--- config.mk ---
export PLATFORM = sky130hd
export DESIGN_NAME = usbmsd_ctrl
export DESIGN_NICKNAME = d
export VERILOG_FILES = /design/src/design/usbmsd_pkg.sv /design/src/design/usbmsd_ctrl.sv
export SDC_FILE = /design/constraint.sdc
export NUM_CORES = 1
export LEC_CHECK = 0
export ABC_AREA = 1
export BUFFER_PORTS_ARGS = -buffer_cell sky130_fd_sc_hd__buf_2
export CORE_AREA = 4 4 41 43
export DETAILED_ROUTE_END_ITERATION = 8
export DIE_AREA = 0 0 45 47
export GPL_TIMING_DRIVEN = 0
export PLACE_DENSITY_LB_ADDON = 0.1
export SYNTH_ARGS = -nofsm -noshare
export SYNTH_HDL_FRONTEND = slang
export SYNTH_SLANG_ARGS = --single-unit
--- constraint.sdc ---
create_clock -name clk -period 2.4 [get_ports clk]
set_input_delay 0.48 -clock clk [delete_from_list [all_inputs] [get_ports clk]]
set_output_delay 0.48 -clock clk [all_outputs]
set_load 0.02 [all_outputs]
--- src/design/usbmsd_pkg.sv ---
// shared types, codes and reply tables for the bulk-only ram disk target
package usbmsd_pkg;

  typedef struct packed {
    logic       operation;
    logic [7:0] out_byte;
    logic       out_packet_end;
  } item_t;

  typedef struct packed {
    logic [7:0] in_byte;
    logic       packet_last;
    logic       is_status;
  } result_t;

  typedef enum logic [2:0] {
    SRC_DISK     = 3'd0,
    SRC_SENSE    = 3'd1,
    SRC_INQUIRY  = 3'd2,
    SRC_MODE     = 3'd3,
    SRC_CAPACITY = 3'd4,
    SRC_ZERO     = 3'd5
  } src_t;

  typedef enum logic [1:0] {
    KIND_STATUS = 2'd0,
    KIND_SEND   = 2'd1,
    KIND_WRITE  = 2'd2
  } kind_t;

  localparam logic [7:0] OP_SENSE    = 8'h03;
  localparam logic [7:0] OP_INQUIRY  = 8'h12;
  localparam logic [7:0] OP_MODE     = 8'h1A;
  localparam logic [7:0] OP_CAPACITY = 8'h25;
  localparam logic [7:0] OP_READ     = 8'h28;
  localparam logic [7:0] OP_WRITE    = 8'h2A;

  localparam logic [31:0] CBW_SIG = 32'h43425355;
  localparam logic [31:0] CSW_SIG = 32'h53425355;
  localparam int CMD_LEN    = 31;
  localparam int STATUS_LEN = 13;
  localparam int SECTOR     = 512;
  localparam int PBC_MAX    = 127;

  localparam logic [24:0] SENSE_LEN    = 25'd18;
  localparam logic [24:0] INQUIRY_LEN  = 25'd36;
  localparam logic [24:0] MODE_LEN     = 25'd4;
  localparam logic [24:0] CAPACITY_LEN = 25'd8;

  typedef struct packed {
    logic clr_step;
    logic accept_out;
    logic decode;
    logic chunk;
    logic issue;
    logic stat_step;
  } ctl_cmd_t;

  typedef struct packed {
    logic  clr_last;
    logic  wr_done;
    logic  cmd_valid;
    kind_t kind;
    logic  rem_zero;
    logic  sending;
    logic  chunk_last;
    logic  stat_last;
  } dp_stat_t;

  function automatic logic [7:0] sense_byte(input logic [15:0] off);
    unique case (off)
      16'd0:   sense_byte = 8'h70;
      16'd2:   sense_byte = 8'h05;
      16'd7:   sense_byte = 8'h0A;
      16'd12:  sense_byte = 8'h30;
      16'd13:  sense_byte = 8'h01;
      default: sense_byte = 8'h00;
    endcase
  endfunction

  function automatic logic [7:0] inquiry_byte(input logic [15:0] off);
    unique case (off)
      16'd1:   inquiry_byte = 8'h80;
      16'd2:   inquiry_byte = 8'h02;
      16'd3:   inquiry_byte = 8'h02;
      16'd4:   inquiry_byte = 8'h1F;
      16'd8:   inquiry_byte = 8'h4C;
      16'd9:   inquiry_byte = 8'h50;
      16'd10:  inquiry_byte = 8'h43;
      16'd11:  inquiry_byte = 8'h32;
      16'd12:  inquiry_byte = 8'h34;
      16'd13:  inquiry_byte = 8'h37;
      16'd14:  inquiry_byte = 8'h38;
      16'd15:  inquiry_byte = 8'h20;
      16'd16:  inquiry_byte = 8'h44;
      16'd17:  inquiry_byte = 8'h65;
      16'd18:  inquiry_byte = 8'h76;
      16'd19:  inquiry_byte = 8'h69;
      16'd20:  inquiry_byte = 8'h63;
      16'd21:  inquiry_byte = 8'h65;
      16'd22, 16'd23, 16'd24, 16'd25, 16'd26, 16'd27,
      16'd28, 16'd29, 16'd30, 16'd31: inquiry_byte = 8'h20;
      16'd32:  inquiry_byte = 8'h31;
      16'd33:  inquiry_byte = 8'h2E;
      16'd34:  inquiry_byte = 8'h30;
      16'd35:  inquiry_byte = 8'h30;
      default: inquiry_byte = 8'h00;
    endcase
  endfunction

  function automatic logic [7:0] mode_byte(input logic [15:0] off);
    mode_byte = (off == 16'd0) ? 8'h03 : 8'h00;
  endfunction

  function automatic logic [7:0] capacity_byte(input logic [15:0] off);
    unique case (off)
      16'd2:   capacity_byte = 8'h10;
      16'd3:   capacity_byte = 8'h5F;
      16'd6:   capacity_byte = 8'h02;
      default: capacity_byte = 8'h00;
    endcase
  endfunction

  function automatic logic [7:0] table_byte(input src_t src, input logic [15:0] off);
    unique case (src)
      SRC_SENSE:    table_byte = sense_byte(off);
      SRC_INQUIRY:  table_byte = inquiry_byte(off);
      SRC_MODE:     table_byte = mode_byte(off);
      SRC_CAPACITY: table_byte = capacity_byte(off);
      default:      table_byte = 8'h00;
    endcase
  endfunction

endpackage

--- src/design/usbmsd_ctrl.sv ---
// controller state machine sequencing clear, command decode, data and status bursts
module usbmsd_ctrl (
  input  logic                clk,
  input  logic                rst,
  input  logic                start,
  input  logic                operation,
  input  usbmsd_pkg::dp_stat_t stat,
  output usbmsd_pkg::ctl_cmd_t cmd,
  output logic                busy
);
  import usbmsd_pkg::*;

  typedef enum logic [2:0] {
    S_CLEAR, S_IDLE, S_DECODE, S_CHUNK, S_SEND, S_STAT
  } state_t;

  state_t state;

  always_comb begin
    cmd            = '0;
    cmd.clr_step   = (state == S_CLEAR);
    cmd.accept_out = (state == S_IDLE) && start && !operation;
    cmd.decode     = (state == S_DECODE);
    cmd.chunk      = (state == S_CHUNK);
    cmd.issue      = (state == S_SEND);
    cmd.stat_step  = (state == S_STAT);
  end

  assign busy = (state != S_IDLE);

  always_ff @(posedge clk) begin
    if (rst) begin
      state <= S_CLEAR;
    end else begin
      unique case (state)
        S_CLEAR: if (stat.clr_last) state <= S_IDLE;
        S_IDLE: begin
          if (start) begin
            if (operation) begin
              state <= S_CHUNK;
            end else if (stat.wr_done) begin
              state <= S_STAT;
            end else if (stat.cmd_valid) begin
              state <= S_DECODE;
            end
          end
        end
        S_DECODE: begin
          unique case (stat.kind)
            KIND_WRITE: state <= S_IDLE;
            KIND_SEND:  state <= S_CHUNK;
            default:    state <= S_STAT;
          endcase
        end
        S_CHUNK: begin
          priority if (!stat.rem_zero) state <= S_SEND;
          else if (stat.sending)       state <= S_STAT;
          else                         state <= S_IDLE;
        end
        S_SEND: if (stat.chunk_last) state <= S_IDLE;
        S_STAT: if (stat.stat_last) state <= S_IDLE;
        default: state <= S_IDLE;
      endcase
    end
  end
endmodule

==> results of run 1 <==
==> worst max-delay path, delay by kind of cell (launching register included) <==
kind | cells | cell delay, ns
flip-flops | 1 | 0.34
AND/OR/NAND/NOR | 3 | 0.28
buffers and inverters | 3 | 0.34
==> cell type report <==
| class | count | area [um^2] |
|---|---|---|
| clock buffer | 4 | 26.3 |
| fill | 164 | 827 |
| inverter | 14 | 52.6 |
| multi-input combinational | 44 | 221 |
| sequential | 3 | 60.1 |
| tap | 15 | 18.8 |
| timing repair buffer | 19 | 95.1 |
==> layer usage <==
metal,wire length [um],up-vias
met3,54,0
met4,0,0
met2,379,11
met1,346,159
met5,0,-
li1,-,224
==> cells by family (layout without fill, tap and decap cells) <==
logic type	count (synthesis)	in the layout	synth area share, %
AOI/OAI and AO/OA	1	1	1.50
adders and majority gates	1	1	3.74
buffers and inverters	14	37	15.7
DFF	3	3	18.0
and+or+nand+nor	42	42	61.1
==> report_power, final <==
part           leakage (nW)  switching [mW]  internal (mW)
Sequential           0.0248          0.0148         0.0601
Combinational         0.259           0.107         0.0582
Clock                0.0150          0.0237         0.0621
Total                 0.299           0.146          0.180
==> stage by stage <==
| step | setup slack, ns | instance area, um^2 | total power, mW | instances |
|---|---|---|---|---|
| floorplan | 0.927 | 334 | 0.196 | 61 |
| global placement | 0.958 | 448 | 0.242 | 95 |
| detailed placement | 0.956 | 448 | 0.242 | 95 |
| global route | 0.595 | 474 | 0.359 | 99 |
| CTS | 0.710 | 474 | 0.331 | 99 |
| finish | 0.729 | 474 | 0.326 | 99 |
==> cells in the final DEF, fill, tap and decap left out, drive strengths merged <==
cell type	count
nor3	1
nand3	4
inv	14
nand4	1
dfxtp	3
o21ai	1
nor2	12
buf	19
nand2	24
clkbuf	4
ha	1
==> worst max path at each step <==
stage | from | to | slack (ns) | cells past startpoint
4_1_cts | state[2]$_SDFFE_PP0P_ | cmd[4] | 0.71 | 6
3_5_place_dp | operation | cmd[4] | 0.96 | 5
2_1_floorplan | state[2]$_SDFFE_PP0P_ | cmd[4] | 0.93 | 5
6_report | state[2]$_SDFFE_PP0P_ | cmd[4] | 0.73 | 6
5_1_grt | state[2]$_SDFFE_PP0P_ | cmd[4] | 0.59 | 6
3_3_place_gp | state[2]$_SDFFE_PP0P_ | cmd[4] | 0.96 | 6
==> summary.md, run 1 <==
| Metric | Value |
|---|---|
| Area Overhead vs Synth | 41.9% |
| Worst-margin pin slew | 0.242 ns |
| CP endpoint kind | output port |
| Worst min-delay path category | in2reg |
| Top cells by area, synth | nand2_1, dfxtp_1, inv_1 |
| Asr flop ratio synth | 0% |
| Yosys top cell by area | nand2_1 |
| Synth Instances | 61 |
| Most common cell in the netlist | nand2_1 |
| Arr. time, crit path | 1.19 ns |
| Peak Freq | 0.599 GHz |
| DP Wirelength | 696 um |
| Vias/cell | 3.98 |
| Setup Fix Bufs, Post-CTS | 0 |
| Port Buf Inserts | 19 |
| Worst skew pair latency | 0.23 ns |
| RePlAce Congestion | 0.747 |
| Starting Density | 25.7% |
| Slowest stage delay, CP | 0.34 ns |
| FF+latch count, synth | 3 |
| Root Driver | clkbuf_4 |
| Proportion of layout cells with a drive suffix above 1 | 40.5% |
| Status | completed |
| Tcrit/Tclk final | 69.6% |
| Worst r2r dst | state[2]$_SDFFE_PP0P_ |
| Fin util | 36.4% |
| Worst r2r path cells | 8 |
| R2r startpoint | state[2]$_SDFFE_PP0P_ |
| Clock transition at the registers of the reported paths | 0.04 ns |
| CTS hold repair buffers | 0 |
| # H-tree levels | 1 |
| Post-CTS Resized | 0 |
| Kind of critical path | reg2out |
| First-pass GRT wire length | 1410 um |
| Met2 usage | 14.4% |
| Hold endpoint | state[1]$_SDFFE_PP0P_ |
| Top cells by count, synth | nand2_1, inv_1, nor2_1 |
| Final WL | 780 um |
| CP most frequent cell | inv_2 |
| Rows | 13 |
| Max FFs per register | 3 |
| # IOs | 20 |
| Largest net degree at the start of global routing | 6 |
| Biggest regs | state x3 |
| R2R Setup Slk | 1.27 ns |
| Syn avg cell area | 5.48 um^2 |
| Total congestion overflow | 0 |
| DRT Pass-1 Iters | 4 |
| N_diodes | 0 |
| MaxCap Viol Count | 0 |
| WP data required | 1.92 ns |
| Max Root-Sink Buffers | 2 |
| Lkg Pwr | 0.299 nW |
| Worst Clk Skew | 0.00395 ns |
| Synth Flop Type | dfxtp_1 |
| Crit start category | register |
| Post-synth cell types | 14 |
| Die width | 45 um |
| RSZ-0062 raised after global routing | false |
| Met3 usage | 2.30% |
| Vias in the first global route | 342 |
| Slew Limit Fails | 0 |
| Top reg by flops | state |
| Sequential fraction of the synthesis area | 18.0% |
| Pwr Density | 688 nW/um^2 |
| Antenna-violating nets left | 0 |
| Final setup violation count | 0 |
| Share of the synthesized area in the top cell type | 24.7% |
| # clock sinks | 3 |
| Syn Nets | 75 |
| CTS tree | yes |
| Die area | 2120 um^2 |
| CTS Buf Count | 3 |
| DR vias | 394 |
| Core area | 1300 um^2 |
| Met1 global-route usage | 11.3% |
| Die Y | 47 um |
| DRC | 0 |
| Crit-path slowest cell | dfxtp_1 |
| WL/cell | 7.88 um |
| Max-slew headroom | 83.8% |
| GR peak layer | met2 |
| Hold_ws | 0.448 ns |
| Initial DRC count | 4 |
| Worst hold start | rst |
| Worst VDD drop | 0.173 mV |
| Syn Std Cell Area | 334 um^2 |
| Gr usage total | 8.68% |
| Synth warn | 0 |
| Setup TNS Final | 0 ns |
| Min Clock Period, post-route | 1.67 ns |
| Post-synth EDFFs | 0 |
| Hold depth | 2 |
| Final nets | 99 |
| Worst Path Max Fanout | 5 |
| Initial antenna violation count | 0 |
| CP cell instances | inv_2 -> nand2_2 -> nor2_4 -> inv_2 -> nor2_1 -> buf_2 |
| Hold Violations, Final | 0 |
No activity file was read; power rests on OpenSTA's default activity.
==> run 2: changes to the inputs <==
- ABC_AREA: 1 -> 0
- clock period: 2.4 -> 1.5 ns (I/O delays scaled with it)
==> run 2 against run 1 <==
- synthesized cell count is 36% lower
- critical path depth is 2 lower
- first-iteration DRC count is 50% lower
- power is 49% higher
- via count is 11% lower
- sequential share of layout area is 0.12 points higher
- hold slack worse by 0.19 ns
- sequential power is 51% higher
- core utilization is 1.2 points higher
- critical endpoint unchanged
- largest cell class unchanged
==> summary.md, run 2 <==
| Metric | Value |
|---|---|
| Top cells by area, synth | dfxtp_1, o211a_1, inv_1 |
| Worst Clk Skew | 0.00230 ns |
| Proportion of layout cells with a drive suffix above 1 | 53.8% |
| Status | completed |
| Syn avg cell area | 7.54 um^2 |
| RePlAce Congestion | 0.690 |
| Peak Freq | 0.667 GHz |
| Pwr Density | 996 nW/um^2 |
| Post-synthesis mux area share | 0% |
| Pre-CTS setup slack | 0.120 ns |
| Post-synth cell types | 25 |
| Worst skew pair latency | 0.23 ns |
| Top reg by flops | state |
| CTS tree | yes |
| Lkg Pwr | 0.264 nW |
| Port Buf Inserts | 19 |
| Rows | 13 |
| Worst Path Max Fanout | 9 |
| Synth Instances | 39 |
| Crit path launch | state[1]$_SDFFE_PP0P_ |
| Sequential fraction of the synthesis area | 20.4% |
| Top cells by count, synth | inv_1, nor2_1, dfxtp_1, nand2_1 |
| Worst r2r dst | state[2]$_SDFFE_PP0P_ |
| Die Y | 47 um |
| Worst r2r path cells | 6 |
| Root Driver | clkbuf_4 |
| Worst VDD drop | 0.252 mV |
| Worst min-delay path category | in2reg |
| Initial antenna violation count | 0 |
| # H-tree levels | 1 |
| Worst-margin pin slew | 0.379 ns |
| First-pass GRT wire length | 1440 um |
| Post-synth EDFFs | 0 |
| Total congestion overflow | 0 |
| Hold depth | 2 |
| WP data required | 1.20 ns |
| Yosys top cell by area | dfxtp_1 |
| Initial DRC count | 2 |
| Arr. time, crit path | 1.20 ns |
| Setup ws final | 0.00106 ns |
| WL/cell | 10.6 um |
| Vias/cell | 4.40 |
| Post-Synth Adder-Cell Area | 4.26% |
| Crit start category | register |
| Die width | 45 um |
| Total power draw | 487 uW |
| Largest family of logic cells by synthesized area | simple AND/OR/NAND/NOR gates |
| Largest net degree at the start of global routing | 11 |
| Area Overhead vs Synth | 66.4% |
| DP Wirelength | 649 um |
| Tcrit/Tclk final | 99.9% |
| CTS hold repair buffers | 0 |
| DR vias | 352 |
| # IOs | 20 |
| Max FFs per register | 3 |
| Die area | 2120 um^2 |
| Core area | 1300 um^2 |
| DRC | 0 |
| Max Root-Sink Buffers | 2 |
| Post-Synth Simple-Gate Area | 42.6% |
| FF+latch count, synth | 3 |
| Vias in the first global route | 341 |
| Fin util | 37.6% |
| N_diodes | 0 |
| Kind of critical path | reg2out |
| Share of the synthesized area in the top cell type | 20.4% |
| Max-slew headroom | 74.5% |
| Post-Synth XOR/XNOR Area | 0% |
| Biggest regs | state x3 |
| Final setup violation count | 0 |
| Syn Nets | 53 |
| Final nets | 80 |
| R2r startpoint | state[0]$_SDFFE_PP0P_ |
| MaxCap Viol Count | 0 |
| CTS Buf Count | 3 |
| Leading cell type in the layout, fill and taps excluded | buf_2 |
| Hold Violations, Final | 0 |
| Asr flop ratio synth | 0% |
| Antenna-violating nets left | 0 |
| Commonest cells after routing, fill and taps aside | buf_2, inv_1, nor2_1, buf_6 |
| CP endpoint kind | output port |
| R2R Setup Slk | 0.25 ns |
| Worst hold start | rst |
| Compound-gate portion of the synthesized area | 20.0% |
| Synth warn | 0 |
| DRT Pass-1 Iters | 2 |
| Gr usage total | 9.61% |
| Hold_ws | 0.256 ns |
| Hold endpoint | state[1]$_SDFFE_PP0P_ |
| Starting Density | 22.6% |
| Min Clock Period, post-route | 1.50 ns |
| RSZ-0062 raised after global routing | true |
| Slew Limit Fails | 0 |
| Clock transition at the registers of the reported paths | 0.03 ns |
| # clock sinks | 3 |
| Syn Std Cell Area | 294 um^2 |
| Synth Flop Type | dfxtp_1 |
| Final WL | 845 um |
## run 2: power by group
group	switching (mW)	leakage, nW	internal [mW]
Clock	0.0405	0.0150	0.0996
Sequential	0.0178	0.0253	0.0952
Combinational	0.121	0.224	0.113
## run 2: per-stage QoR
step	instances	area (um^2)	TNS [ns]
2_1_floorplan	39	294	0
3_3_place_gp	73	408	0
3_5_place_dp	73	408	0
4_1_cts	78	459	-0.0181
5_1_grt	80	489	-0.0657
6_report	80	489	0
## run 2: final cells by class
cell class,instances,area [um^2]
buffer,2,22.5
fill,155,812
multi-input combinational,29,210
tap,15,18.8
sequential,3,62.6
clock buffer,4,26.3
timing repair buffer,22,130
inverter,5,18.8
## run 2: worst max path at each step
stage	to	cells after the start	slack, ns
3_5_place_dp	cmd[4]	3	0.12
4_1_cts	cmd[4]	4	-0.02
3_3_place_gp	cmd[4]	3	0.09
6_report	cmd[4]	4	0.001
5_1_grt	cmd[4]	4	-0.07
2_1_floorplan	cmd[4]	3	0.23
## run 2: cells by family (layout without fill, tap and decap cells)
kind of cell / after synthesis / after routing
simple gates: 20 / 20
compound gates: 8 / 8
buf+inv: 7 / 33
flops: 3 / 3
fa+ha+maj: 1 / 1
## run 2: critical path, stage by stage, from the launching register on
cell	delay, ns
dfxtp_1	0.30
buf_6	0.13
nor4b_4	0.25
and2_1	0.15
buf_4	0.13
## run 2: metal layers
metal	vias to the layer above	GRT usage, %	routed length (um)
met5	-	0	0
met4	0	8.77	0
met3	0	1.15	66
met2	11	13.8	404
met1	151	12.4	375
li1	190	-	-
## run 2: what timing repair did
| action | in CTS | in global routing |
|---|---|---|
| pin swaps | 1 | 0 |
| resized for setup | 4 | 5 |
| endpoints found under the setup margin | 2 | 3 |
| setup buffers | 1 | 2 |
==> run 3: changes to the inputs <==
- CTS_BUF_LIST: not set -> sky130_fd_sc_hd__clkbuf_4
==> run 3 against run 2 <==
- the run now ends with negative setup slack left
- count of clock-buffer cells in the layout is the same
- routed wire length is 0.71% higher
- sequential power about the same
- register-to-register slack is essentially flat
- critical path depth did not move
- largest power group unchanged
- highest routed layer is now met4
- hold slack worse by 0.0059 ns
- core utilization is 0.29 points higher
- clock power is 15% higher
- via count up 1.1%
- clock skew about the same
==> summary.md, run 3 (synthesis results as in run 2) <==
| Metric | Value |
|---|---|
| Status | complete, but fails checks |
| Die Y | 47 um |
| Root Driver | clkbuf_4 |
| Fin util | 37.9% |
| Worst hold start | rst |
| CTS tree | yes |
| Proportion of layout cells with a drive suffix above 1 | 55.4% |
| Peak Freq | 0.665 GHz |
| Biggest regs | state x3 |
| Hold Violations, Final | 0 |
| Starting Density | 22.6% |
| Slew Limit Fails | 0 |
| Vias/cell | 4.45 |
| Setup ws final | -0.00360 ns |
| DR vias | 356 |
| WL/cell | 10.6 um |
| Lkg Pwr | 0.268 nW |
| Arr. time, crit path | 1.20 ns |
| Gr usage total | 9.61% |
| R2r startpoint | state[0]$_SDFFE_PP0P_ |
| DRT Pass-1 Iters | 2 |
| R2R Setup Slk | 0.25 ns |
| Final cell count without fillers | 80 |
| Tcrit/Tclk final | 100% |
| Hold endpoint | state[1]$_SDFFE_PP0P_ |
| Final setup violation count | 1 |
| Kind of critical path | reg2out |
| Worst skew pair latency | 0.24 ns |
| Max FFs per register | 3 |
| Max Root-Sink Buffers | 2 |
| DP Wirelength | 649 um |
| Leading cell type in the layout, fill and taps excluded | buf_2 |
| CTS Buf Count | 3 |
| N_diodes | 0 |
| Failing checks | negative setup slack |
| Worst Path Max Fanout | 9 |
| # clock sinks | 3 |
| Max-slew headroom | 74.5% |
| RSZ-0062 raised after global routing | true |
| Worst Clk Skew | 0.00224 ns |
| Vias in the first global route | 341 |
| Pre-CTS setup slack | 0.120 ns |
| Final nets | 80 |
| # IOs | 20 |
| Crit start category | register |
| First-pass GRT wire length | 1440 um |
| Hold depth | 2 |
| Total congestion overflow | 0 |
| Total power draw | 508 uW |
| # H-tree levels | 1 |
| Die width | 45 um |
| Core area | 1300 um^2 |
| Dpl cells | 73 |
| RePlAce Congestion | 0.690 |
| Rows | 13 |
| Initial DRC count | 2 |
| Antenna-violating nets left | 0 |
| Initial antenna violation count | 0 |
| Final WL | 851 um |
| Worst r2r dst | state[2]$_SDFFE_PP0P_ |
| CP endpoint kind | output port |
| Commonest cells after routing, fill and taps aside | buf_2, inv_1, nor2_1, buf_6, clkbuf_4 |
| WP data required | 1.20 ns |
| Die area | 2120 um^2 |
| Worst VDD drop | 0.253 mV |
| Largest net degree at the start of global routing | 11 |
| Worst min-delay path category | in2reg |
| MaxCap Viol Count | 0 |
| Worst-margin pin slew | 0.379 ns |
| Clock transition at the registers of the reported paths | 0.03 ns |
| DRC | 0 |
| Min Clock Period, post-route | 1.50 ns |
| Top reg by flops | state |
| Setup TNS Final | -0.00360 ns |
| Area Overhead vs Synth | 67.7% |
| Pwr Density | 1030 nW/um^2 |
| Worst r2r path cells | 6 |
| Port Buf Inserts | 19 |
run 3: cell counts in the layout (fill, tap and decap cells not counted):
Identical to the previous run, type by type.
run 3: cell type report:
class	instances	area [um^2]
multi-input combinational	29	210
tap	15	18.8
sequential	3	62.6
inverter	5	18.8
clock buffer	4	30.0
timing repair buffer	22	130
buffer	2	22.5
fill	156	808
run 3: worst max-delay path, stage by stage (launching register included):
cell and delay [ns]:
dfxtp_1 0.30, buf_6 0.13, nor4b_4 0.25, and2_1 0.15, buf_4 0.13
run 3: metrics by stage:
stage | hold WS, ns | area (um^2)
finish | 0.250 | 493
global route | 0.250 | 493
CTS | 0.245 | 463
detailed placement | 0.495 | 408
global placement | 0.494 | 408
floorplan | 0.378 | 294
run 3: worst max-delay path by stage:
stage	startpoint	end	slack (ns)	cells after the start
global placement	state[2]$_SDFFE_PP0P_	cmd[4]	0.09	3
detailed placement	state[2]$_SDFFE_PP0P_	cmd[4]	0.12	3
global route	state[1]$_SDFFE_PP0P_	cmd[4]	-0.07	4
floorplan	state[1]$_SDFFE_PP0P_	cmd[4]	0.23	3
finish	state[1]$_SDFFE_PP0P_	cmd[4]	-0.004	4
CTS	state[1]$_SDFFE_PP0P_	cmd[4]	-0.02	4
run 3: metal layers:
metal	vias up	wire, um	track usage (%)
met5	-	0	0
met2	13	391	13.8
li1	189	-	-
met4	0	17	8.77
met1	152	374	12.4
met3	2	68	1.15
run 3: power by group:
part           switching [mW]  total (mW)  leakage, nW  internal, mW
combinational           0.121       0.234        0.224         0.113
sequential             0.0177       0.113       0.0253        0.0952
clock                  0.0437       0.161       0.0184         0.118
run 3: timing repair:
action,CTS,global route
setup endpoints to repair,2,3
gates resized for setup,4,5
gates cloned,0,0
hold buffers,0,0
pin swaps,1,0
setup buffers,1,2
